[src/design/crfd_pkg.sv]
// Shared constants, command codes and controller/datapath link types for the
// clipped rectangle framebuffer draw engine. No dependencies.
`default_nettype none

package crfd_pkg;

    localparam int MODE_W    = 2;
    localparam int COORD_W   = 11;
    localparam int SIZE_W    = 11;
    localparam int COLOR_W   = 8;
    // signed working width for corner + size sums and clip bounds
    localparam int CALC_W    = 13;

    localparam int S_TDATA_W = 56;
    localparam int S_TUSER_W = 3;
    localparam int M_TDATA_W = 8;
    localparam int M_TUSER_W = 1;

    localparam int DEF_SCREEN_WIDTH  = 97;
    localparam int DEF_SCREEN_HEIGHT = 75;

    localparam logic [MODE_W-1:0] MODE_CLEAR = 2'd0;
    localparam logic [MODE_W-1:0] MODE_RECT  = 2'd1;
    localparam logic [MODE_W-1:0] MODE_READ  = 2'd2;

    typedef struct packed {
        logic load;    // capture the accepted command
        logic bound;   // compute clipped row/column range
        logic base;    // compute first row base address
        logic step;    // one pixel of the sweep
        logic result;  // load the output register
    } cmd_t;

    typedef struct packed {
        logic empty;   // nothing to sweep
        logic last;    // current pixel is the final one
    } status_t;

endpackage

`default_nettype wire

[src/design/crfd_ctrl.sv]
// Controller state machine for the framebuffer draw engine.
// Depends on crfd_pkg for the command and status link types.
`default_nettype none

module crfd_ctrl (
    input  wire               aclk,
    input  wire               aresetn,
    input  wire               s_tvalid,
    output logic              s_tready,
    output logic              m_tvalid,
    input  wire               m_tready,
    output crfd_pkg::cmd_t    cmd,
    input  crfd_pkg::status_t status
);

    localparam logic [2:0] ST_IDLE  = 3'd0;
    localparam logic [2:0] ST_BOUND = 3'd1;
    localparam logic [2:0] ST_BASE  = 3'd2;
    localparam logic [2:0] ST_SWEEP = 3'd3;
    localparam logic [2:0] ST_DONE  = 3'd4;

    logic [2:0] state_reg, state_next;
    logic       m_valid_reg, m_valid_next;
    logic       accept;
    logic       out_free;

    assign s_tready = (state_reg == ST_IDLE);
    assign m_tvalid = m_valid_reg;
    assign accept   = s_tvalid && s_tready;
    assign out_free = !m_valid_reg || m_tready;

    always_comb begin
        state_next = state_reg;
        cmd        = '0;
        cmd.load   = accept;
        unique case (state_reg)
            ST_IDLE: begin
                if (accept) begin
                    state_next = ST_BOUND;
                end
            end
            ST_BOUND: begin
                cmd.bound  = 1'b1;
                state_next = ST_BASE;
            end
            ST_BASE: begin
                cmd.base   = 1'b1;
                state_next = status.empty ? ST_DONE : ST_SWEEP;
            end
            ST_SWEEP: begin
                cmd.step = 1'b1;
                if (status.last) begin
                    state_next = ST_DONE;
                end
            end
            ST_DONE: begin
                if (out_free) begin
                    cmd.result = 1'b1;
                    state_next = ST_IDLE;
                end
            end
            default: begin
                state_next = ST_IDLE;
            end
        endcase
    end

    always_comb begin
        m_valid_next = m_valid_reg;
        if (cmd.result) begin
            m_valid_next = 1'b1;
        end else if (m_tready) begin
            m_valid_next = 1'b0;
        end
    end

    always_ff @(posedge aclk) begin
        if (!aresetn) begin
            state_reg   <= ST_IDLE;
            m_valid_reg <= 1'b0;
        end else begin
            state_reg   <= state_next;
            m_valid_reg <= m_valid_next;
        end
    end

`ifndef ASSERT_OFF
    a_accept_to_bound: assert property (@(posedge aclk) disable iff (!aresetn)
        accept |=> state_reg == ST_BOUND)
        else $error("accepted beat did not start bound calculation");

    a_empty_skips_sweep: assert property (@(posedge aclk) disable iff (!aresetn)
        (state_reg == ST_BASE && status.empty) |=> state_reg == ST_DONE)
        else $error("empty command entered the sweep");

    a_sweep_holds: assert property (@(posedge aclk) disable iff (!aresetn)
        (state_reg == ST_SWEEP && !status.last) |=> state_reg == ST_SWEEP)
        else $error("sweep ended before its last pixel");

    a_result_from_done: assert property (@(posedge aclk) disable iff (!aresetn)
        $rose(m_valid_reg) |-> $past(state_reg) == ST_DONE)
        else $error("result beat raised outside the done state");
`endif

endmodule

`default_nettype wire

[config.mk]
export PLATFORM = sky130hd
export DESIGN_NAME = crfd_ctrl
export DESIGN_NICKNAME = d
export VERILOG_FILES = /design/src/design/crfd_pkg.sv /design/src/design/crfd_ctrl.sv
export SDC_FILE = /design/constraint.sdc
export NUM_CORES = 1
export LEC_CHECK = 0
export ABC_AREA = 1
export BUFFER_PORTS_ARGS = -buffer_cell sky130_fd_sc_hd__buf_2
export CORE_AREA = 2 2 39 41
export DETAILED_ROUTE_END_ITERATION = 6
export DIE_AREA = 0 0 41 43
export GPL_TIMING_DRIVEN = 0
export HOLD_SLACK_MARGIN = 0.08
export PLACE_DENSITY_LB_ADDON = 0.1
export SYNTH_ARGS = -nofsm -noshare
export SYNTH_HDL_FRONTEND = slang
export SYNTH_SLANG_ARGS = --single-unit
[constraint.sdc]
create_clock -name aclk -period 2.6 [get_ports aclk]
set_input_delay 0.26 -clock aclk [delete_from_list [all_inputs] [get_ports aclk]]
set_output_delay 0.26 -clock aclk [all_outputs]
set_load 0.1 [all_outputs]
==> results.md, run 1 <==
- Final-report hold violation count: 0
- Area Growth Syn to Fin: 35.2%
- Net switching power: 0.000304 W
- GRT overflow: 0
- Final min period: 1.79 ns
- Residual DRC count: 0
- DP HPWL: 507 µm
- VDD IR max: 0.357 mV
- DRT iter0 DRCs: 2
- Critical Path Sink Type: primary output
- Slew Limit Fails: 0
- Seq/Total Area, Yosys: 0.262
- Router iterations before antenna repair: 2
- Worst Hold Class: in2reg
- Vias per cell: 4.00
- Yosys cell types: 17
- First-pass GRT wire length: 924 µm
- Setup Fix Bufs, Post-CTS: 0
- Core area: 1380 µm²
- Share of cells above drive strength 1: 0.508
- Gr usage total: 0.0802
- Routed via count: 308
- Vias in the first global route: 252
- Final GP Congestion: 0.755
- Die Area: 1760 µm²
- Die Span X: 41 µm
- FF-to-FF path depth: 7
- Status: complete, no violations
- Routed WL per cell: 7.97 µm
- Commonest cells post-synth: 8 x nor2_1, 5 x nand2_1, 4 x dfxtp_1, 4 x inv_1, 4 x nor2_2
- Relative slew slack: 0.680
- Final worst-path cycle share: 0.687
- Met3 Resource Use GR: 0.0157
- RSZ-0062 raised after global routing: no
- R2R Path Start: state_reg[0]$_SDFFE_PN0P_
- Cell taking the most area after synthesis: dfxtp_1
- Met1 Use GR: 0.103
- Internal: 0.000199 W
- Ys async rst share: 0
- Clock sinks: 4
- Hold Crit Depth: 3
- Ports: 13
- Port Buffers: 12
- R2r endpoint: state_reg[2]$_SDFFE_PN0P_
- Max-cap check violation count: 0
- Clk buf depth: 2
- Worst Hold Path EP: state_reg[2]$_SDFFE_PN0P_
- Die Height: 43 µm
- Post-CTS Resized: 0
- Post-Syn Area: 305 µm²
- GRT met2 Usage: 0.103
- Synth area leaders: dfxtp_1 26%, nor2_1 9.8%, nor2_2 8.2%
- Initial Utilization: 0.221
- Syn Inst Count: 46
- Hold buffers post-CTS: 0
- Critical Path Fanout Max: 9
- Final setup viols: 0
- Final antenna diode count: 0
- Syn Area/Cell: 6.64 µm²
- Critical path class: reg2out
- Rows: 14
- DRT Wirelength: 614 µm
- Syn Nets: 52
- Slew @ Worst Pin: 0.483 ns
- Layout Utilization: 0.298
- Total negative slack: 0 ns
- GRT Max-Usage Layer: met2
- Clock share of power: 0.155
- Critical path arrival: 1.53 ns
- Leakage: 0.217 nW
- Worst Skew: 0.000299 ns
- TritonCTS Buffers: 3
- Antenna viol nets, final: 0
- Post-synth top area share: 0.262
- #FFs+latches synth: 4
- Sw Ratio: 0.604
- Comb power frac: 0.681
- H-tree depth: 1
- Most frequent cell after synthesis: nor2_1
- Fmax achieved: 560 MHz
- PwrDens: 1220 nW/µm²
- Skew-Pair Late Insertion Delay: 0.23 ns
- CP required: 2.34 ns
- Critical hold path startpoint: aresetn
- Reg2reg setup slack: 1.55 ns
- Sequential share of power: 0.164
- Pin count of the biggest net entering global routing: 10
- CTS tree: built
- Clk root buf: clkbuf_4
- CTS clk-pin slew, worst paths: 0.04 ns
- Max reg flops: 3
- EDFF count, synth: 0
- Initial antenna violation count: 0
- Ys Warns: 0
- Fin nets: 69
- Worst Setup Start Kind: flip-flop
- Synth Flop Type: dfxtp_1
-- routing by layer --
layer,part of all wire,routed length [µm],vias up
li1,-,-,171
met5,0,0,-
met4,0.023,14,0
met3,0.073,45,2
met2,0.41,249,12
met1,0.50,305,123
-- cell families (layout without fill, tap and decap cells) --
group	after synthesis	count (layout)	share of synthesized area
compound gates	4	4	0.0738
buf+inv	11	26	0.197
flops	4	4	0.262
simple gates	27	27	0.467
-- cell usage in the layout (no fill, tap or decap), types with 2 or more instances in the layout --
master    Yosys  routed
a21oi_1       2       2
buf_2         0      12
buf_4         3       3
clkbuf_4      0       3
dfxtp_1       4       4
inv_1         4       4
inv_2         2       2
nand2_1       5       5
nand2_2       2       2
nand3_1       3       3
nand3_2       2       2
nor2_1        8       8
nor2_2        4       4
-- power groups by stage --
stage / Sequential [W] / Combinational [W] / Clock [W]
final: 0.0000824 / 0.000343 / 0.0000780
after global routing: 0.0000835 / 0.000364 / 0.0000888
after CTS: 0.0000826 / 0.000346 / 0.0000813
after detailed placement: 0.0000835 / 0.000346 / 0
after global placement: 0.0000833 / 0.000349 / 0
after floorplan: 0.0000965 / 0.000290 / 0
-- cell type report --
cell class / instances / area (µm²)
Buffer: 4 / 33.8
Sequential cell: 4 / 80.1
Timing Repair Buffer: 12 / 60.1
Clock buffer: 3 / 22.5
Multi-Input combinational cell: 31 / 170
Inverter: 7 / 26.3
Tap cell: 16 / 20.0
Fill cell: 162 / 971
-- critical path, stage by stage (launching register included) --
cell and delay, ns:
dfxtp_1 0.30, buf_6 0.13, nor2_2 0.16, nand2_1 0.09, nor2_2 0.10, buf_4 0.11
buf_2 0.41
-- metrics by stage --
stage	area (µm²)	total power (W)	setup WS [ns]	hold WS, ns	std cells
detailed placement	390	0.000430	1.04	0.521	74
floorplan	310	0.000386	0.526	0.384	46
finish	413	0.000503	0.813	0.275	77
global route	413	0.000536	0.735	0.279	77
global placement	390	0.000432	1.03	0.523	74
CTS	413	0.000510	0.783	0.270	77
-- worst max path at each step --
stage | depth (start not counted) | from | endpoint | slack [ns]
after detailed placement | 6 | state_reg[0]$_SDFFE_PN0P_ | cmd[0] | 1.04
after floorplan | 4 | state_reg[2]$_SDFFE_PN0P_ | s_tready | 0.53
after global placement | 6 | state_reg[0]$_SDFFE_PN0P_ | cmd[0] | 1.03
after global routing | 6 | state_reg[0]$_SDFFE_PN0P_ | cmd[0] | 0.73
final | 6 | state_reg[0]$_SDFFE_PN0P_ | cmd[0] | 0.81
after CTS | 6 | state_reg[0]$_SDFFE_PN0P_ | cmd[0] | 0.78
Power figures use the tool's default switching activity.
==> inputs of run 2 (changes only) <==
==> constraint.sdc (replaced) <==
create_clock -name aclk -period 1.6 [get_ports aclk]
set_input_delay 0.16 -clock aclk [delete_from_list [all_inputs] [get_ports aclk]]
set_output_delay 0.16 -clock aclk [all_outputs]
set_load 0.1 [all_outputs]
==> run 2 against run 1 <==
Final cell count stayed put. Critical path depth stayed put. Flip-flop and latch count stayed put. Clock skew hardly changed. Setup slack worse by 0.71 ns. Die area stayed put. Final area is 4.5% higher. Non-clock buffer count stayed put. Total power is 67% higher. Register-to-register slack worse by 1.0 ns. Sequential power is 64% higher. Largest cell class unchanged. Largest power group unchanged. Highest routed layer unchanged.
==> results.md, run 2 (synthesized netlist as in run 1, its figures left out) <==
- Status: complete, no violations (unchanged)
- Final GP Congestion: 0.721 (was 0.755)
- CTS tree: built (unchanged)
- Skew-Pair Late Insertion Delay: 0.23 ns (about the same)
- H-tree depth: 1 (unchanged)
- Clk buf depth: 2 (unchanged)
- Leakage: 0.220 nW (was 0.217 nW)
- Gr usage total: 0.0863 (was 0.0802)
- Router iterations before antenna repair: 3 (was 2)
- Residual DRC count: 0 (unchanged)
- Clock sinks: 4 (unchanged)
- Max stage delay on crit path: 0.30 ns (was 0.41 ns)
- Vias per cell: 4.08 (was 4.00)
- Relative slew slack: 0.681 (was 0.680)
- Critical path arrival: 1.33 ns (was 1.53 ns)
- CP cell instances: buf_6, nor2_2, nand2_1, nor2_2, buf_4, buf_6 (was buf_6, nor2_2, nand2_1, nor2_2, buf_4, buf_2)
- GRT overflow: 0 (unchanged)
- CP max stage cell: dfxtp_1 (was buf_2)
- Commonest non-fill, non-tap cells in the layout: 10 x buf_2, 6 x nor2_2, 6 x nor2_1, 5 x nand2_1, 4 x inv_1 (was 12 x buf_2, 8 x nor2_1, 5 x nand2_1)
- DRT iter0 DRCs: 2 (unchanged)
- RSZ-0062 raised after global routing: no (unchanged)
- Critical Path Fanout Max: 9 (unchanged)
- Die Area: 1760 µm² (unchanged)
- Area Growth Syn to Fin: 41.4% (was 35.2%)
- Pin count of the biggest net entering global routing: 10 (unchanged)
- Final setup viols: 0 (unchanged)
- Max reg flops: 3 (unchanged)
- Critical path class: reg2out (unchanged)
- Fmax achieved: 670 MHz
- Met3 Wirelength: 40 µm (was 45 µm)
- Clk root buf: clkbuf_4 (unchanged)
- Placed cells: 74 (unchanged)
- Buf/Inv on CP: 3 (unchanged)
- DP HPWL: 527 µm (was 507 µm)
- Rows: 14 (unchanged)
- WL met1: 325 µm (was 305 µm)
- WL met2: 263 µm (was 249 µm)
- Port Buffers: 12 (unchanged)
- TritonCTS Buffers: 3 (unchanged)
- PwrDens: 1950 nW/µm² (was 1220 nW/µm²)
- Share of cells above drive strength 1: 0.557 (was 0.508)
- Final-report hold violation count: 0 (unchanged)
- Die Height: 43 µm (unchanged)
- Slew @ Worst Pin: 0.483 ns (about the same)
- Worst Hold Class: in2reg (unchanged)
- Final worst-path cycle share: 0.933
- DRT Wirelength: 634 µm (was 614 µm)
- Final Instance Count excl. Fillers: 77 (unchanged)
- Routed via count: 314 (was 308)
- Die Span X: 41 µm (unchanged)
- Worst Skew: 0.000644 ns (was 0.000299 ns)
- Final antenna diode count: 0 (unchanged)
- VDD IR max: 0.453 mV (was 0.357 mV)
- First-pass GRT wire length: 1030 µm (was 924 µm)
- Initial antenna violation count: 0 (unchanged)
- Final min period: 1.49 ns
- Vias in the first global route: 264 (was 252)
- Post-Layout Inst Area: 432 µm² (was 413 µm²)
- Most common cell after layout, fill and taps aside: buf_2 (unchanged)
- Ports: 13 (unchanged)
- Max-cap check violation count: 0 (unchanged)
- CTS clk-pin slew, worst paths: 0.04 ns (about the same)
- Fin nets: 69 (unchanged)
- Top layer in use: met4 (unchanged)
- Initial Utilization: 0.221 (unchanged)
- CP required: 1.44 ns (was 2.34 ns)
- Worst Setup Start Kind: flip-flop (unchanged)
- Antenna viol nets, final: 0 (unchanged)
- Routed WL per cell: 8.23 µm (was 7.97 µm)
- Cell family with most CP delay: buffers and inverters (unchanged)
- Slew Limit Fails: 0 (unchanged)
- Critical Path Sink Type: primary output (unchanged)
- Core area: 1380 µm² (unchanged)
- Placed inst area: 397 µm² (was 390 µm²)
run 2: tightest hold or removal path, delay by kind of cell:
| family | cells | cell delay, ns |
|---|---|---|
| AND/OR/NAND/NOR | 2 | 0.10 |
| buffers and inverters | 1 | 0.11 |
run 2: final timing paths:
kind | slack, ns | to | from | cells past startpoint
max | 0.11 | cmd[0] | state_reg[0]$_SDFFE_PN0P_ | 6
min reg2reg | 0.59 | m_tvalid$_SDFFE_PN0P_ | m_tvalid$_SDFFE_PN0P_ | 4
min | 0.19 | state_reg[2]$_SDFFE_PN0P_ | aresetn | 3
max reg2reg | 0.55 | state_reg[2]$_SDFFE_PN0P_ | state_reg[0]$_SDFFE_PN0P_ | 7
run 2: repair_timing:
action                     in CTS  in global routing
gates cloned                    0                  0
resized for setup               2                  2
hold buffers                    0                  0
pin swaps                       0                  0
buffers inserted                0                  0
setup endpoints to repair       2                  2
run 2: final cells by class:
| cell class | count | area (µm²) |
|---|---|---|
| plain buffers | 4 | 33.8 |
| clock buffers | 3 | 22.5 |
| fillers | 171 | 952 |
| inverters | 7 | 26.3 |
| multi-input cells | 31 | 175 |
| flip-flops and latches | 4 | 81.3 |
| well taps | 16 | 20.0 |
| repair buffers | 12 | 72.6 |
run 2: metal layers:
layer,vias to the layer above,track usage
li1,172,-
met1,131,0.125
met2,9,0.100
met3,2,0.0157
met4,0,0.0800
met5,-,0
run 2: where the power goes:
part           internal [W]  leakage, nW  total, W  switching [W]
Combinational      0.000136        0.173  0.000584       0.000448
Clock             0.0000837       0.0138  0.000123      0.0000388
Sequential         0.000122       0.0334  0.000135      0.0000127
run 2: stage by stage:
stage | setup TNS, ns | total power [W] | worst slack, ns | hold WS (ns) | utilization
global placement | 0 | 0.000709 | 0.154 | 0.421 | 0.287
finish | 0 | 0.000841 | 0.107 | 0.189 | 0.312
CTS | 0 | 0.000846 | 0.0352 | 0.179 | 0.307
floorplan | -0.226 | 0.000637 | -0.226 | 0.284 | -
detailed placement | 0 | 0.000708 | 0.161 | 0.422 | 0.287
global route | 0 | 0.000894 | 0.0328 | 0.208 | 0.312
==> inputs of run 3 (changes only) <==
--- a/config.mk
+++ b/config.mk
@@ -7,9 +7,9 @@
 export LEC_CHECK = 0
 export ABC_AREA = 1
 export BUFFER_PORTS_ARGS = -buffer_cell sky130_fd_sc_hd__buf_2
-export CORE_AREA = 2 2 39 41
+export CORE_AREA = 8 8 45 47
 export DETAILED_ROUTE_END_ITERATION = 6
-export DIE_AREA = 0 0 41 43
+export DIE_AREA = 0 0 53 55
 export GPL_TIMING_DRIVEN = 0
 export HOLD_SLACK_MARGIN = 0.08
 export PLACE_DENSITY_LB_ADDON = 0.1
==> run 3 against run 2 <==
Setup slack worse by 0.039 ns. Hold slack worse by 0.013 ns. Sequential power about the same. Critical path type unchanged. Critical endpoint is now cmd[4]. Highest routed layer unchanged.
==> results.md, run 3 (synthesized netlist as in run 1, its figures left out) <==
- Status: complete, no violations (unchanged)
- Antenna viol nets, final: 0 (unchanged)
- Critical Path Sink Type: primary output (unchanged)
- Routed WL per cell: 9.32 µm (was 8.23 µm)
- Internal: 0.000337 W (was 0.000342 W)
- Leakage: 0.219 nW (was 0.220 nW)
- Final setup viols: 0 (unchanged)
- Vias per cell: 4.08 (unchanged)
- Critical path arrival: 1.37 ns (was 1.33 ns)
- Die Height: 55 µm (was 43 µm)
- Skew-Pair Late Insertion Delay: 0.23 ns (about the same)
- Residual DRC count: 0 (unchanged)
- Worst Hold Class: in2reg (unchanged)
- Sequential share of power: 0.161 (was 0.160)
- Critical path class: reg2out (unchanged)
- Fin nets: 69 (unchanged)
- Clk buf depth: 2 (unchanged)
- Final-report hold violation count: 0 (unchanged)
- Worst Skew: 0.00185 ns (was 0.000644 ns)
- DRT Wirelength: 718 µm (was 634 µm)
- Routed via count: 314 (unchanged)
- Gr usage total: 0.0595 (was 0.0863)
- Final Power: 0.000836 W (was 0.000841 W)
- Max reg flops: 3 (unchanged)
- R2r endpoint: state_reg[2]$_SDFFE_PN0P_ (unchanged)
- Router iterations before antenna repair: 2 (was 3)
- Reg2reg setup slack: 0.56 ns (was 0.55 ns)
- Most common cell on crit path: buf_4
- Max stage delay on crit path: 0.29 ns (was 0.30 ns)
- Pin count of the biggest net entering global routing: 10 (unchanged)
- Core area: 1380 µm² (unchanged)
- Final worst-path cycle share: 0.957 (was 0.933)
- Vias in the first global route: 301 (was 264)
- Port Buffers: 12 (unchanged)
- RSZ-0062 raised after global routing: no (unchanged)
- Final Instance Count excl. Fillers: 77 (unchanged)
- VDD IR max: 0.461 mV (was 0.453 mV)
- Final antenna diode count: 0 (unchanged)
- Comb power frac: 0.693 (was 0.694)
- Critical hold path startpoint: aresetn (unchanged)
- Slew Limit Fails: 0 (unchanged)
- H-tree depth: 1 (unchanged)
- Most common cell after layout, fill and taps aside: buf_2 (unchanged)
- CTS tree: built (unchanged)
- Final worst slack: 0.0684 ns (was 0.107 ns)
- Initial Utilization: 0.221 (unchanged)
- CP cell instances: buf_4, inv_2, nand2_1, nor3_1, buf_4, buf_4 (was buf_6, nor2_2, nand2_1, nor2_2, buf_4, buf_6)
- Sw Ratio: 0.596 (was 0.594)
- Hold buffers post-CTS: 0 (unchanged)
- FF-to-FF path depth: 7 (unchanged)
- Placed cells: 74 (unchanged)
- PwrDens: 1950 nW/µm² (about the same)
- Ports: 13 (unchanged)
- Critical path launch point: state_reg[2]$_SDFFE_PN0P_ (was state_reg[0]$_SDFFE_PN0P_)
- DP HPWL: 605 µm (was 527 µm)
- Slew @ Worst Pin: 0.487 ns (was 0.483 ns)
- Net switching power: 0.000498 W (was 0.000499 W)
- Relative slew slack: 0.678 (was 0.681)
- TritonCTS Buffers: 3 (unchanged)
- Clk root buf: clkbuf_4 (unchanged)
- Die Span X: 53 µm (was 41 µm)
- Clock sinks: 4 (unchanged)
- Commonest non-fill, non-tap cells in the layout: 10 x buf_2, 6 x nor2_2, 6 x nor2_1, 5 x nand2_1 (was 10 x buf_2, 6 x nor2_2, 6 x nor2_1, 5 x nand2_1, 4 x inv_1)
- Critical Path Fanout Max: 8 (was 9)
- Share of cells above drive strength 1: 0.557 (unchanged)
- Dpl ws: 0.159 ns (was 0.161 ns)
- Initial antenna violation count: 0 (unchanged)
- Area Growth Syn to Fin: 40.2% (was 41.4%)
- Worst Setup Start Kind: flip-flop (unchanged)
- CP required: 1.44 ns (about the same)
- Hold Crit Depth: 3 (unchanged)
- First-pass GRT wire length: 1270 µm (was 1030 µm)
- Clock share of power: 0.145 (was 0.146)
- DRT iter0 DRCs: 8 (was 2)
- CTS clk-pin slew, worst paths: 0.04 ns (about the same)
- Fill cells: 171 (unchanged)
- GRT overflow: 0 (unchanged)
- Die Area: 2920 µm² (was 1760 µm²)
- R2R Path Start: state_reg[0]$_SDFFE_PN0P_ (unchanged)
- Fmax achieved: 653 MHz (was 670 MHz)
- Rows: 14 (unchanged)
- Final min period: 1.53 ns (was 1.49 ns)
- Worst Hold Path EP: state_reg[2]$_SDFFE_PN0P_ (unchanged)
- CP max stage cell: dfxtp_1 (unchanged)
- Final GP Congestion: 0.758 (was 0.721)
- Max-cap check violation count: 0 (unchanged)
run 3: area by class of cell:
type	count	area [µm²]	share of cell area
Timing Repair Buffer	12	68.8	0.161
Tap cell	16	20.0	0.0468
Sequential cell	4	81.3	0.190
Multi-Input combinational cell	31	175	0.409
Clock buffer	3	22.5	0.0526
Buffer	4	33.8	0.0789
Inverter	7	26.3	0.0614
run 3: layer usage:
layer / share of wire / vias to the layer above / track usage
li1: - / 169 / -
met5: 0 / - / 0
met1: 0.46 / 134 / 0.0681
met3: 0.11 / 2 / 0.0214
met4: 0.013 / 0 / 0.0647
met2: 0.41 / 9 / 0.0801
run 3: metrics by stage:
| stage | util | hold slack (ns) | instance area [µm²] | setup TNS (ns) |
|---|---|---|---|---|
| 2_1_floorplan | - | 0.284 | 317 | -0.226 |
| 3_3_place_gp | 0.287 | 0.421 | 397 | 0 |
| 3_5_place_dp | 0.287 | 0.418 | 397 | 0 |
| 4_1_cts | 0.307 | 0.167 | 424 | 0 |
| 5_1_grt | 0.309 | 0.185 | 428 | 0 |
| 6_report | 0.309 | 0.176 | 428 | 0 |
run 3: how the worst max path moves through the flow:
stage | endpoint | cells after the start
after floorplan | cmd[2] | 2
after global placement | cmd[0] | 6
after detailed placement | cmd[0] | 6
after CTS | cmd[0] | 6
after global routing | cmd[4] | 6
final | cmd[4] | 6
run 3: timing repair:
action / 4_1_cts / 5_1_grt
pin swaps: 0 / 0
endpoints found under the setup margin: 2 / 1
gates resized for setup: 2 / 1
setup buffers: 0 / 0
gates cloned: 0 / 0
run 3: power groups by stage:
stage | Sequential, W | Combinational, W | Clock [W]
2_1_floorplan | 0.000158 | 0.000479 | 0
3_3_place_gp | 0.000136 | 0.000576 | 0
3_5_place_dp | 0.000137 | 0.000574 | 0
4_1_cts | 0.000135 | 0.000583 | 0.000132
5_1_grt | 0.000137 | 0.000618 | 0.000137
6_report | 0.000135 | 0.000579 | 0.000121
run 3: critical path: cells and delay by family, from the launching register on:
kind,cells,cell delay [ns]
buf+inv,4,0.65
flops,1,0.29
simple gates,2,0.20
